`src/sv/pimd_pkg.sv`:
```
`default_nettype none

package pimd_pkg;

    localparam int COUNTER_WIDTH_DEF = 16;
    localparam int CAPTURE_WIDTH     = 16;
    localparam int TICK_WIDTH        = 16;
    localparam int TIME_WIDTH        = 32;
    localparam int DUTY_FRAC         = 16;
    localparam int DUTY_WIDTH        = DUTY_FRAC + 1;
    localparam int OUT_DATA_WIDTH    = ((2 * TIME_WIDTH + DUTY_WIDTH + 7) / 8) * 8;

    localparam logic [TICK_WIDTH-1:0] TICK_LENGTH_RESET = TICK_WIDTH'(1);
    localparam logic [DUTY_WIDTH-1:0] DUTY_ONE          = DUTY_WIDTH'(1) << DUTY_FRAC;

    localparam logic OP_PERIOD_EDGE = 1'b0;
    localparam logic OP_PULSE_EDGE  = 1'b1;

    typedef struct packed {
        logic busy;
        logic done;
    } unit_status_t;

endpackage

`default_nettype wire

```
`src/sv/pimd_mul.sv`:
```
`default_nettype none

module pimd_mul import pimd_pkg::*;
#(
    parameter int COUNTER_WIDTH = COUNTER_WIDTH_DEF
)
(
    input  wire logic                     clk,
    input  wire logic                     rst_n,
    input  wire logic                     start,
    input  wire logic [COUNTER_WIDTH:0]   ticks,
    input  wire logic [TICK_WIDTH-1:0]    tick_length,
    output unit_status_t                  status,
    output logic [TIME_WIDTH-1:0]         scaled_time
);

    localparam int TW    = COUNTER_WIDTH + 1;
    localparam int PXW   = (TW + TICK_WIDTH + 1 > TIME_WIDTH + 1) ?
                           (TW + TICK_WIDTH + 1) : (TIME_WIDTH + 1);
    localparam int UW    = PXW - TICK_WIDTH;
    localparam int CNT_W = $clog2(TICK_WIDTH);

    logic [PXW-1:0]   prod_reg, prod_next;
    logic [TW-1:0]    mcand_reg;
    logic [CNT_W-1:0] cnt_reg, cnt_next;
    logic             busy_reg, busy_next;
    logic             done_reg, done_next;
    logic [UW-1:0]    sum;
    logic             over;

    always_comb
    begin
        sum       = prod_reg[PXW-1:TICK_WIDTH] + (prod_reg[0] ? UW'(mcand_reg) : UW'(0));
        prod_next = prod_reg;
        cnt_next  = cnt_reg;
        busy_next = busy_reg;
        done_next = 1'b0;
        if (start)
        begin
            prod_next = PXW'(tick_length);
            cnt_next  = '0;
            busy_next = 1'b1;
        end
        else if (busy_reg)
        begin
            prod_next = {1'b0, sum, prod_reg[TICK_WIDTH-1:1]};
            cnt_next  = cnt_reg + CNT_W'(1);
            if (cnt_reg == CNT_W'(TICK_WIDTH - 1))
            begin
                busy_next = 1'b0;
                done_next = 1'b1;
            end
        end
    end

    always_ff @(posedge clk or negedge rst_n)
    begin
        if (!rst_n)
        begin
            busy_reg <= 1'b0;
            done_reg <= 1'b0;
            cnt_reg  <= '0;
        end
        else
        begin
            busy_reg <= busy_next;
            done_reg <= done_next;
            cnt_reg  <= cnt_next;
        end
    end

    always_ff @(posedge clk)
    begin
        prod_reg <= prod_next;
        if (start)
        begin
            mcand_reg <= ticks;
        end
    end

    // A product beyond the time width saturates to all ones.
    assign over        = |prod_reg[PXW-1:TIME_WIDTH];
    assign scaled_time = over ? {TIME_WIDTH{1'b1}} : prod_reg[TIME_WIDTH-1:0];
    assign status      = '{busy: busy_reg, done: done_reg};

endmodule

`default_nettype wire

```
`src/sv/pimd_div.sv`:
```
`default_nettype none

module pimd_div import pimd_pkg::*;
(
    input  wire logic                   clk,
    input  wire logic                   rst_n,
    input  wire logic                   start,
    input  wire logic [TIME_WIDTH-1:0]  dividend,
    input  wire logic [TIME_WIDTH-1:0]  divisor,
    output unit_status_t                status,
    output logic [DUTY_WIDTH-1:0]       quotient
);

    localparam int CNT_W = $clog2(DUTY_FRAC);

    logic [TIME_WIDTH:0]    rem_reg, rem_next;
    logic [TIME_WIDTH-1:0]  dsr_reg, dsr_next;
    logic [DUTY_WIDTH-1:0]  quot_reg, quot_next;
    logic [CNT_W-1:0]       cnt_reg, cnt_next;
    logic                   busy_reg, busy_next;
    logic                   done_reg, done_next;
    logic [TIME_WIDTH:0]    rem_shift;
    logic                   fits;

    always_comb
    begin
        rem_shift = {rem_reg[TIME_WIDTH-1:0], 1'b0};
        fits      = rem_shift >= {1'b0, dsr_reg};
        rem_next  = rem_reg;
        dsr_next  = dsr_reg;
        quot_next = quot_reg;
        cnt_next  = cnt_reg;
        busy_next = busy_reg;
        done_next = 1'b0;
        if (start)
        begin
            dsr_next = divisor;
            cnt_next = '0;
            // A pulse at least as long as the period, or a zero period, is full duty.
            if (dividend >= divisor)
            begin
                quot_next = DUTY_ONE;
                done_next = 1'b1;
            end
            else
            begin
                rem_next  = {1'b0, dividend};
                quot_next = '0;
                busy_next = 1'b1;
            end
        end
        else if (busy_reg)
        begin
            rem_next  = fits ? (rem_shift - {1'b0, dsr_reg}) : rem_shift;
            quot_next = {1'b0, quot_reg[DUTY_FRAC-2:0], fits};
            cnt_next  = cnt_reg + CNT_W'(1);
            if (cnt_reg == CNT_W'(DUTY_FRAC - 1))
            begin
                busy_next = 1'b0;
                done_next = 1'b1;
            end
        end
    end

    always_ff @(posedge clk or negedge rst_n)
    begin
        if (!rst_n)
        begin
            busy_reg <= 1'b0;
            done_reg <= 1'b0;
            cnt_reg  <= '0;
        end
        else
        begin
            busy_reg <= busy_next;
            done_reg <= done_next;
            cnt_reg  <= cnt_next;
        end
    end

    always_ff @(posedge clk)
    begin
        rem_reg  <= rem_next;
        dsr_reg  <= dsr_next;
        quot_reg <= quot_next;
    end

    assign quotient = quot_reg;
    assign status   = '{busy: busy_reg, done: done_reg};

endmodule

`default_nettype wire

```
`src/sv/pwm_input_period_duty_meter_core.sv`:
```
`default_nettype none

// PWM input period and duty meter. Each request carries one capture of a free-running
// counter: s_tuser says whether it is a period edge (0) or a pulse edge (1). A period
// edge with a nonzero earlier capture yields a new period, scaled by the tick length,
// and a new duty in Q1.16 saturated at 1.0; a pulse edge yields a new pulse width.
// Every request returns one result with the held period, pulse width and duty, and
// m_tuser flags a fresh period. Scaling runs through a bit-serial multiplier over the
// 16 tick-length bits and the duty through a restoring divider giving one quotient bit
// per cycle. A request is accepted only in the idle state, after the previous result has
// been loaded, and a result is loaded only when the output register is empty or being
// read, so a result waiting there unread holds off the next request.
module pwm_input_period_duty_meter_core import pimd_pkg::*;
#(
    parameter int COUNTER_WIDTH = COUNTER_WIDTH_DEF
)
(
    input  wire logic                       clk,
    input  wire logic                       rst_n,
    input  wire logic                       cfg_we,
    input  wire logic [TICK_WIDTH-1:0]      cfg_wdata,
    input  wire logic                       s_tvalid,
    output logic                            s_tready,
    input  wire logic [CAPTURE_WIDTH-1:0]   s_tdata,   // capture_value
    input  wire logic                       s_tuser,   // operation
    output logic                            m_tvalid,
    input  wire logic                       m_tready,
    output logic [OUT_DATA_WIDTH-1:0]       m_tdata,   // period_time, pulse_time, duty_fraction
    output logic                            m_tuser    // period_updated
);

    localparam int EW = (COUNTER_WIDTH < CAPTURE_WIDTH) ? COUNTER_WIDTH : CAPTURE_WIDTH;

    typedef enum logic [3:0] {
        ST_IDLE = 4'b0001,
        ST_MUL  = 4'b0010,
        ST_DIV  = 4'b0100,
        ST_DONE = 4'b1000
    } state_t;

    state_t                    state_reg, state_next;
    logic [TICK_WIDTH-1:0]     tick_len_reg;
    logic [EW-1:0]             cur_edge_reg;
    logic [TIME_WIDTH-1:0]     period_reg;
    logic [TIME_WIDTH-1:0]     pulse_reg;
    logic [DUTY_WIDTH-1:0]     duty_reg;
    logic                      op_reg;
    logic                      upd_reg;
    logic                      m_tvalid_reg;
    logic [OUT_DATA_WIDTH-1:0] m_tdata_reg;
    logic                      m_tuser_reg;

    logic                      accept;
    logic                      store_only;
    logic [EW-1:0]             cap;
    logic [COUNTER_WIDTH-1:0]  diff;
    logic [COUNTER_WIDTH:0]    ticks;
    logic                      mul_start;
    logic                      div_start;
    logic                      out_load;
    logic [TIME_WIDTH-1:0]     scaled_time;
    logic [DUTY_WIDTH-1:0]     quotient;
    unit_status_t              mul_status;
    unit_status_t              div_status;

    assign s_tready   = (state_reg == ST_IDLE);
    assign accept     = s_tvalid && s_tready;
    assign cap        = s_tdata[EW-1:0];
    assign store_only = (s_tuser == OP_PERIOD_EDGE) && (cur_edge_reg == '0);

    // Equal captures count one whole wrap of the counter.
    assign diff  = COUNTER_WIDTH'(cap) - COUNTER_WIDTH'(cur_edge_reg);
    assign ticks = {cap == cur_edge_reg, diff};

    assign mul_start = accept && !store_only;
    assign div_start = (state_reg == ST_MUL) && mul_status.done && (op_reg == OP_PERIOD_EDGE);
    assign out_load  = (state_reg == ST_DONE) && (!m_tvalid_reg || m_tready);

    pimd_mul #(
        .COUNTER_WIDTH (COUNTER_WIDTH)
    ) u_mul (
        .clk         (clk),
        .rst_n       (rst_n),
        .start       (mul_start),
        .ticks       (ticks),
        .tick_length (tick_len_reg),
        .status      (mul_status),
        .scaled_time (scaled_time)
    );

    pimd_div u_div (
        .clk      (clk),
        .rst_n    (rst_n),
        .start    (div_start),
        .dividend (pulse_reg),
        .divisor  (scaled_time),
        .status   (div_status),
        .quotient (quotient)
    );

    always_comb
    begin
        state_next = state_reg;
        case (state_reg)
            ST_IDLE:
            begin
                if (accept)
                begin
                    state_next = store_only ? ST_DONE : ST_MUL;
                end
            end
            ST_MUL:
            begin
                if (mul_status.done)
                begin
                    state_next = (op_reg == OP_PERIOD_EDGE) ? ST_DIV : ST_DONE;
                end
            end
            ST_DIV:
            begin
                if (div_status.done)
                begin
                    state_next = ST_DONE;
                end
            end
            ST_DONE:
            begin
                if (out_load)
                begin
                    state_next = ST_IDLE;
                end
            end
            default:
            begin
                state_next = ST_IDLE;
            end
        endcase
    end

    always_ff @(posedge clk or negedge rst_n)
    begin
        if (!rst_n)
        begin
            state_reg    <= ST_IDLE;
            tick_len_reg <= TICK_LENGTH_RESET;
            cur_edge_reg <= '0;
            period_reg   <= '0;
            pulse_reg    <= '0;
            duty_reg     <= '0;
            op_reg       <= OP_PERIOD_EDGE;
            upd_reg      <= 1'b0;
            m_tvalid_reg <= 1'b0;
        end
        else
        begin
            state_reg <= state_next;
            if (cfg_we)
            begin
                tick_len_reg <= cfg_wdata;
            end
            if (accept)
            begin
                op_reg  <= s_tuser;
                upd_reg <= (s_tuser == OP_PERIOD_EDGE) && !store_only;
                if (s_tuser == OP_PERIOD_EDGE)
                begin
                    cur_edge_reg <= cap;
                end
            end
            if ((state_reg == ST_MUL) && mul_status.done)
            begin
                if (op_reg == OP_PERIOD_EDGE)
                begin
                    period_reg <= scaled_time;
                end
                else
                begin
                    pulse_reg <= scaled_time;
                end
            end
            if ((state_reg == ST_DIV) && div_status.done)
            begin
                duty_reg <= quotient;
            end
            if (out_load)
            begin
                m_tvalid_reg <= 1'b1;
            end
            else if (m_tready)
            begin
                m_tvalid_reg <= 1'b0;
            end
        end
    end

    always_ff @(posedge clk)
    begin
        if (out_load)
        begin
            m_tdata_reg <= OUT_DATA_WIDTH'({duty_reg, pulse_reg, period_reg});
            m_tuser_reg <= upd_reg;
        end
    end

    assign m_tvalid = m_tvalid_reg;
    assign m_tdata  = m_tdata_reg;
    assign m_tuser  = m_tuser_reg;

    // The multiplier and the divider never run at the same time.
    assert property (@(posedge clk) disable iff (!rst_n)
        !(mul_status.busy && div_status.busy))
        else $error("multiplier and divider busy together");

    // A new result only appears once the sequencer has reached its final state.
    assert property (@(posedge clk) disable iff (!rst_n)
        $rose(m_tvalid) |-> $past(state_reg == ST_DONE))
        else $error("result issued outside the final state");

    // The duty never exceeds one.
    assert property (@(posedge clk) disable iff (!rst_n)
        m_tvalid && m_tdata[2*TIME_WIDTH+DUTY_FRAC]
            |-> (m_tdata[2*TIME_WIDTH+DUTY_FRAC-1:2*TIME_WIDTH] == '0))
        else $error("duty above one");

    // Requests are taken only while no computation is running.
    assert property (@(posedge clk) disable iff (!rst_n)
        accept |-> !mul_status.busy && !div_status.busy)
        else $error("request accepted while a unit is busy");

endmodule

`default_nettype wire
```
`config.mk`:
```
export PLATFORM = sky130hd
export DESIGN_NAME = pwm_input_period_duty_meter_core
export DESIGN_NICKNAME = d
export VERILOG_FILES = /design/src/sv/pimd_pkg.sv /design/src/sv/pimd_mul.sv /design/src/sv/pimd_div.sv /design/src/sv/pwm_input_period_duty_meter_core.sv
export SDC_FILE = /design/constraint.sdc
export NUM_CORES = 1
export LEC_CHECK = 0
export BUFFER_PORTS_ARGS = -buffer_cell sky130_fd_sc_hd__buf_4
export CAP_MARGIN = 20
export CORE_ASPECT_RATIO = 1.2
export CORE_MARGIN = 2
export CORE_UTILIZATION = 45
export CTS_BUF_LIST = sky130_fd_sc_hd__clkbuf_16
export DETAILED_ROUTE_END_ITERATION = 8
export PLACE_DENSITY_LB_ADDON = 0.15
export SYNTH_ARGS = -nofsm -noshare
export SYNTH_HDL_FRONTEND = slang
export SYNTH_SLANG_ARGS = --single-unit
```
`constraint.sdc`:
```
create_clock -name clk -period 5.28 [get_ports clk]
set_clock_uncertainty 0.05 [all_clocks]
set_input_delay 0.528 -clock clk [delete_from_list [all_inputs] [get_ports clk]]
set_output_delay 0.528 -clock clk [all_outputs]
set_load 0.01 [all_outputs]
```
==> results of run 1 <==
[through the flow]
stage,utilization (%),instances,hold slack [ps],setup slack (ps),total power [W]
after floorplan,-,1543,182,608,0.00539
after global placement,49.5,2083,376,1560,0.00598
after detailed placement,49.6,2084,377,1450,0.00604
after CTS,52.8,2152,101,1440,0.00863
after global routing,52.9,2153,91.2,1130,0.00913
final,52.9,2153,1.46,1500,0.00854
[cells in the mapped netlist (4+ instances only)]
library cell | n | area, sq um
sky130_fd_sc_hd__edfxtp_1 | 196 | 5890
sky130_fd_sc_hd__nand2b_1 | 13 | 81.3
sky130_fd_sc_hd__nand4_1 | 18 | 113
sky130_fd_sc_hd__xor2_1 | 17 | 149
sky130_fd_sc_hd__o21a_1 | 13 | 97.6
sky130_fd_sc_hd__nor2b_1 | 9 | 56.3
sky130_fd_sc_hd__or3_1 | 9 | 56.3
sky130_fd_sc_hd__or2_2 | 7 | 43.8
sky130_fd_sc_hd__buf_2 | 11 | 55.1
sky130_fd_sc_hd__ha_1 | 98 | 1230
sky130_fd_sc_hd__clkbuf_1 | 45 | 169
sky130_fd_sc_hd__o211ai_1 | 5 | 37.5
sky130_fd_sc_hd__and3_1 | 13 | 81.3
sky130_fd_sc_hd__and2_1 | 37 | 231
sky130_fd_sc_hd__o22ai_1 | 5 | 31.3
sky130_fd_sc_hd__mux2_2 | 51 | 574
sky130_fd_sc_hd__mux2i_1 | 17 | 170
sky130_fd_sc_hd__a211o_1 | 5 | 43.8
sky130_fd_sc_hd__o21bai_1 | 4 | 30.0
sky130_fd_sc_hd__xnor2_1 | 28 | 245
sky130_fd_sc_hd__inv_1 | 100 | 375
sky130_fd_sc_hd__a221o_1 | 4 | 40.0
sky130_fd_sc_hd__a211oi_1 | 15 | 113
sky130_fd_sc_hd__buf_4 | 7 | 52.6
sky130_fd_sc_hd__nor4_1 | 12 | 75.1
sky130_fd_sc_hd__a21o_1 | 30 | 225
sky130_fd_sc_hd__nor3_1 | 18 | 90.1
sky130_fd_sc_hd__a31oi_1 | 20 | 125
sky130_fd_sc_hd__dfxtp_1 | 17 | 340
sky130_fd_sc_hd__a21boi_0 | 5 | 37.5
sky130_fd_sc_hd__nand2_1 | 164 | 616
sky130_fd_sc_hd__nor3b_1 | 5 | 37.5
sky130_fd_sc_hd__a21oi_1 | 79 | 395
sky130_fd_sc_hd__a31o_2 | 5 | 43.8
sky130_fd_sc_hd__o31ai_1 | 4 | 30.0
sky130_fd_sc_hd__dfrtp_1 | 130 | 3250
sky130_fd_sc_hd__nor2_1 | 129 | 484
sky130_fd_sc_hd__nand3_1 | 21 | 105
sky130_fd_sc_hd__o2111ai_1 | 4 | 35.0
sky130_fd_sc_hd__and4_1 | 4 | 35.0
sky130_fd_sc_hd__o21ai_0 | 119 | 596
[worst min-delay path by stage]
stage | startpoint | end | slack (ps) | depth (start not counted)
4_1_cts | rst_n | duty_reg[14] | 100 | 1
6_report | rst_n | pulse_reg[4] | 1 | 1
2_1_floorplan | rst_n | cur_edge_reg[0] | 180 | 0
5_1_grt | rst_n | pulse_reg[4] | 90 | 1
3_5_place_dp | duty_reg[15] | m_tdata[79] | 380 | 0
3_3_place_gp | duty_reg[10] | m_tdata[74] | 380 | 0
[layer usage]
metal  vias to the layer above  GRT usage (%)  part of all wire (%)
met2                       252           32.1                    48
met1                      5517           25.9                    44
met4                         0           7.10                   2.9
li1                       5716              -                     -
met5                         -              0                     0
met3                        65           3.11                   4.6
[kinds of logic (layout without fill, tap and decap cells)]
group	count (synthesis)	after routing	share of synthesized area [%]
AND/OR/NAND/NOR	467	467	12.8
flip-flops	345	345	56.2
AO/OA/AOI/OAI	343	343	12.8
buffers and inverters	167	303	3.94
adder cells (fa/ha/maj)	101	101	7.58
multiplexers	68	68	4.39
XOR/XNOR	45	45	2.32
other	1	7	0.0221
[report_power, final]
| group | internal (W) | leakage [nW] | switching, W |
|---|---|---|---|
| logic | 0.00101 | 4.31 | 0.00136 |
| registers | 0.00335 | 3.60 | 0.000260 |
| clock network | 0.00151 | 0.636 | 0.00105 |
[layout make-up]
class / count / share of cell area (%)
multi-input combinational: 1031 / 34.9
sequential: 345 / 48.7
tap: 474 / 3.03
timing repair buffer: 135 / 5.33
inverter: 100 / 1.92
clock inverter: 28 / 1.02
clock buffer: 40 / 5.12
[cells in the final DEF (no fill, tap or decap), drive strengths merged, types with 5 or more instances in the layout]
cell    instances
buf           135
nor3b           5
a31o            5
nand2b         13
xor2           17
o21a           13
a211o           5
a211oi         15
a21o           30
mux2i          17
ha             98
edfxtp        196
or3             9
o211ai          5
nor4           12
nand4          18
o22ai           5
a21boi          5
clkinv          9
or2             7
nor2b          10
inv           115
mux2           51
clkbuf         40
a21oi          79
xnor2          28
conb            7
nor3           18
nand3          21
and3           13
nor2          129
dfrtp         130
nand2         164
a31oi          21
and2           37
o21ai         120
dfxtp          17
==> impl_summary.md, run 1 <==
Critical path
The family with the most delay on the worst path is compound AO/OA/AOI/OAI gates. The path length in cells of the critical path is 11. In this run the critical register-to-register path is launched from u_mul.prod_reg[32]. The worst setup path is captured at a register. The cell that appears most often on the critical path is sky130_fd_sc_hd__a21o_1. The data required time of the critical path is 5390 ps.

The worst reg2reg path depth is 11. The largest individual stage delay along the critical path comes from the cell sky130_fd_sc_hd__dfxtp_1. The termination of the worst setup path is u_div.rem_reg[9]. The signal on the critical path passes through nor2_1 > ha_1 > a21o_1 > a21o_1 > a21o_1 > a21o_1 > a211oi_1 > o211a_1 > o22ai_1 > nor2_2 > buf_4.

For the worst setup path, the data arrival time is 3890 ps. The type of element launching the critical path is a register. In this run the critical register-to-register path is captured at u_div.rem_reg[9]. The setup path with the least slack is of type reg -> reg. The number of buffers and inverters on the critical path is 1. The biggest cell delay along the critical path is 950 ps.

The critical path starts at u_mul.prod_reg[32]. The critical-path maximum fanout is 32. The internal reg-to-reg setup slack is 1500 ps.

Detailed routing
In this run, the number of DRC markers left after iteration 0 of detailed routing was 587. For this block, the via count after detailed routing is 11550. The final antenna-violating net count is 0.

Summed over all layers, the routed wires come to 37.2 mm. Using the TritonRoute via totals, the vias-per-cell ratio works out to 5.36. For this run, design rule violations remaining after detail routing come to 0.

The first-pass detailed-route iteration total is 7. In the final routed layout, each cell accounts on average for 17.3 microns.

Hold path
The kind of path behind the tightest hold check is in -> async.

Yosys
The post-synthesis instance area is 17000 sq um. In the synthesized netlist, the number of instances is 1537. The register bit total from synthesis is 345. The part of the Yosys area used for sequential elements is 56.2%. The number of distinct library cells after synthesis is 69. The share of synthesized flip-flops with an asynchronous set or reset is 38.3%. The commonest register cell after synthesis is sky130_fd_sc_hd__edfxtp_1.

A synthesized cell averages 11.0 sq um. In this run, synthesis inferred 196 flip-flops with an integrated enable. The number of warnings printed during yosys synthesis is 0.

Placement
The final weighted congestion in routability-driven placement is 0.815. Summing all placed instances gives a cell area of 18300 sq um. The half-perimeter wire length after placement is 26.8 mm. The count of buffers inserted at the top-level ports is 121.

Flow run
The number of max-capacitance violations reported is 0.

Global route
The remaining global-route overflow is 0. The initial antenna violation count is 0. The global-route wire length before repair is 61.1 mm. For this run, the total global-route usage over all layers was measured as 19.4%. The number of global-route vias before repair came to 11539. Entering global routing, the biggest net connects 96 pins.

Timing
In this run the tightest slew margin relative to its limit is 32.9%. For the final routed database, the setup TNS stands at 0 ps. The final-report hold violation count is 0.

For this run, the top clock speed supported by timing is 265 MHz. Setup repair after global routing left no endpoint under its margin. Of the available clock period, the critical path in the final layout requires 71.6%. The slew at the pin with the worst max-slew slack is 1010 ps. The post-layout minimum cycle time is 3780 ps. Setup violations remaining at the end of the flow were counted as 0. The max-slew violation count is 0.

Finish
The register with the most flip-flops in the layout has 81 of them. The sequential cells in the finished layout cover a total of 9530 sq um. Cells with a size suffix above 1 make up 15.4% of the layout. The antenna diode count is 0.

After filler insertion, the fill cell instance count of the layout stands at 3281. The number of nets in the layout is 1789. Summing all multi-input logic gate instances after layout gives 6820 sq um. The signed area change from the synthesized netlist to the final layout is 15.3%. The finished cells cover 19600 sq um.

Clock tree
The number of sinks on the clock net is 345. The maximum root-to-sink buffer count is 3. The CTS tree is built. The clock transition at the registers of the reported paths is 60 ps. The depth of the CTS H-tree is 2.

In this run, CTS created clock tree buffers numbering 37. Once the clock tree was built, the resizer swapped 0 gates to a different size. The count of hold-fix buffers inserted at cts is 0. At the later pin of the worst-skew pair, clock insertion delay measures 530 ps. The post-CTS repair timing setup buffer count is 0. The root buffer cell is sky130_fd_sc_hd__clkbuf_16.

Floorplanning
The number of I/O pins is 129. In this run the horizontal extent of the chip is 181 microns. The number of rows created at floorplan is 77. The die covers 39300 sq um. The starting density of the core is 45.9%.

The total area inside the core boundary comes to 37000 sq um. The floorplan step set the die height to 217 microns.

Pwr
VDD sags by at most 0.000307 V. For this design the ratio of total power to cell area is 436 nW/um^2. In this run the static leakage power is 8.55 nW.

Run status
The run finished with clean final reports.
Note: power is estimated with default switching activity, not from simulation.
==> inputs of run 2 (changes only) <==
- clock period: 5.28 -> 3.2 ns (I/O delays scaled with it)
==> run 2 against run 1 <==
Effect of this change:
- power increased by 72%
- via count increased by 2.3%
- die area is the same
- worst hold slack better by 33 ps
- sequential power increased by 64%
- first-iteration DRC count is 27% higher
- sequential cell count stayed put
- critical path depth is the same
- global-route usage increased by 0.28 points
- core utilization increased by 2.3 points
- register-to-register slack lost 1400 ps
- clock-buffer cell count decreased by 1
- largest cell class unchanged
==> impl_summary.md, run 2 (synthesis results as in run 1) <==
Critical path
The path length in cells of the critical path is 11 (unchanged). The type of element launching the critical path is a register. By startpoint and endpoint, the worst setup path is classified as reg -> reg. The data required time of the critical path is 3430 ps (-1960 ps). The slowest stage of the critical path belongs to the cell sky130_fd_sc_hd__o311ai_4.

The biggest cell delay along the critical path is 380 ps (-570 ps). Traced cell by cell, the critical path runs through inv_1 > ha_2 > nor2b_4 > o31a_1 > o311ai_4 > nand4_1 > a31oi_1 > buf_4 > o211ai_1 > xor2_1 > a221o_1. The number of buffer and inverter stages on the critical path came to 2 (+1). The family with the most delay on the worst path is compound AO/OA/AOI/OAI gates. The critical-path maximum fanout is 5 (-84%). The arrival time of the worst setup path is 3320 ps (-570 ps). The worst reg2reg path depth is 11 (unchanged). The worst setup path is captured at a register.

Finish
The fraction of layout instances using a drive strength above 1 is 18.1% (+2.7 points). The top cell types in the final layout, fill and taps aside, are 196 x sky130_fd_sc_hd__edfxtp_1, 176 x sky130_fd_sc_hd__buf_4, 164 x sky130_fd_sc_hd__nand2_1. Leaving out fill and tap cells, the most frequent cell in the layout is sky130_fd_sc_hd__edfxtp_1. The number of nets in the layout is 1871 (+4.6%). The fraction of the core area covered by cells at the end of the flow is 55.2% (+2.3 points). The antenna diode count is 0 (unchanged). The area of all placed cells without fillers was 20400 sq um (+4.3%). The multi-input gate area in the final layout is 6840 sq um (+0.35%). The flip-flop count of the largest register, all copies and words added was 81 (unchanged).

The combined flip-flop and latch cell area was 9530 sq um (unchanged). Compared with the post-synthesis result, the final layout area differs by 20.2%. The final-layout fill cell count is 3232 (-1.5%).

Flow run
The number of max-capacitance violations reported is 0 (unchanged).

Clock tree
The clock transition at the registers of the reported paths is 60 ps (about the same). The root buffer cell is sky130_fd_sc_hd__clkbuf_16. The depth of the CTS H-tree is 2 (unchanged). The CTS tree is built. The insertion delay of the later-clocked pin in the worst-skew pair came to 530 ps (about the same). The number of sinks on the clock net is 345 (unchanged). The CTS buffer count is 37 (unchanged). The maximum root-to-sink buffer count is 3 (unchanged). The post-CTS repair timing setup buffer count is 0 (unchanged).

Floorplanning
The number of rows created at floorplan came to 77 (unchanged). The starting density of the core is 45.9% (unchanged). The chip height came to 217 microns (unchanged). The full die area is 39300 sq um (unchanged). The width of the chip is 181 microns (unchanged). The number of I/O pins is 129 (unchanged).

The floorplan core area is 37000 sq um (unchanged).

Hold path
The min-delay analysis places its worst path in the category in -> reg. The worst hold path passes through 3 cells.

Timing
Setup repair after global routing left no endpoint under its margin. The max-slew violation count is 0 (unchanged). The final number of setup-violating endpoints is 0 (unchanged).

The final-report hold violation count is 0 (unchanged). The post-layout minimum cycle time is 3090 ps (-689 ps). The highest attainable clock frequency is 323 MHz (+22%).

The final cycle utilization of the critical path is 96.6% (+25 points). The slew at the pin with the worst max-slew slack was 806 ps (-200 ps). The worst slew margin relative to its limit came to 46.1% (+13 points). The final total negative setup slack came to 0 ps (unchanged).

Detailed routing
The post-route DRC violation count is 0 (unchanged). The number of vias after detailed routing is 11812 (+2.3%). The DRC marker count from the first detailed-route iteration was 747 (+27%). The first-pass detailed-route iteration total is 7 (unchanged). The average detailed-routed wire length per instance is 17.2 microns (-0.68%).

The detailed-route vias per instance was 5.29 (-1.5%). The aggregate routed wire length is 38.4 mm (+3.1%). The final antenna-violating net count was 0 (unchanged).

Run status
The run finished with clean final reports.

Pwr
The leakage power of the design is 8.92 nW (+4.3%). The areal power density over the cells is 720 nW/um^2 (+65%). The worst IR drop on VDD is 0.000609 V (+98%).

Global route
The overall track demand over capacity in global routing is 19.7% (+0.28 points). The initial antenna violation count is 0 (unchanged). The pin count of the biggest net entering global routing came to 79 (-18%). The number of global-route vias before repair is 11844 (+2.6%). The global-route wire length before repair was 62.2 mm (+1.8%).

The remaining global-route overflow was 0 (unchanged).

Placement
The count of buffers inserted at the top-level ports is 121 (unchanged). The half-perimeter wire length after placement is 27.8 mm (+3.9%). The post-placement cell area is 18800 sq um (+2.4%). The final weighted congestion in routability-driven placement is 0.892 (+9.4%).
-- run 2: per-stage QoR --
stage | setup WS [ps] | std cells | total power (W) | hold slack [ps]
2_1_floorplan | 38.8 | 1543 | 0.00890 | -25.6
3_3_place_gp | 160 | 2133 | 0.0102 | 185
3_5_place_dp | 84.4 | 2133 | 0.0103 | 183
4_1_cts | 103 | 2234 | 0.0148 | 9.01
5_1_grt | 2.70 | 2235 | 0.0157 | 66.0
6_report | 108 | 2235 | 0.0147 | 34.7
-- run 2: worst paths after layout --
| path | from | end | slack [ps] |
|---|---|---|---|
| max in group asynchronous | rst_n | duty_reg[11] | 2150 |
| min in group asynchronous | rst_n | tick_len_reg[7] | 190 |
| worst max register to register | u_div.dsr_reg[2] | u_div.rem_reg[28] | 110 |
| worst min-delay path | m_tready | m_tvalid | 30 |
| worst min register to register | duty_reg[15] | m_tdata[79] | 390 |
| worst max-delay path | u_div.dsr_reg[2] | u_div.rem_reg[28] | 110 |
-- run 2: per-layer routing --
metal | global-route usage, % | wire length [microns]
met1 | 26.5 | 17100
met2 | 32.9 | 18500
met3 | 3.46 | 1940
met4 | 5.45 | 881
met5 | 0 | 0
-- run 2: cell type report --
| type | instances | share of cell area, % |
|---|---|---|
| flip-flops and latches | 345 | 46.7 |
| multi-input cells | 1031 | 33.5 |
| repair buffers | 217 | 8.86 |
| clock buffers | 39 | 4.78 |
| well taps | 474 | 2.91 |
| inverters | 100 | 1.84 |
| clock inverters | 29 | 1.37 |
-- run 2: power by group --
part | switching, W | leakage, nW | internal [W]
Clock | 0.00175 | 0.616 | 0.00262
Sequential | 0.000396 | 3.60 | 0.00552
Combinational | 0.00243 | 4.70 | 0.00197
Total | 0.00457 | 8.92 | 0.0101
-- run 2: worst min-delay path, cell delays in order --
cell                       delay, ps
sky130_fd_sc_hd__buf_4            80
sky130_fd_sc_hd__nand2b_1        110
sky130_fd_sc_hd__nand2_1          50
-- run 2: what timing repair did --
item,4_1_cts,5_1_grt
hold buffers,33,0
endpoints found under the setup margin,0,32
gates resized for setup,0,3
hold endpoints to repair,63,0
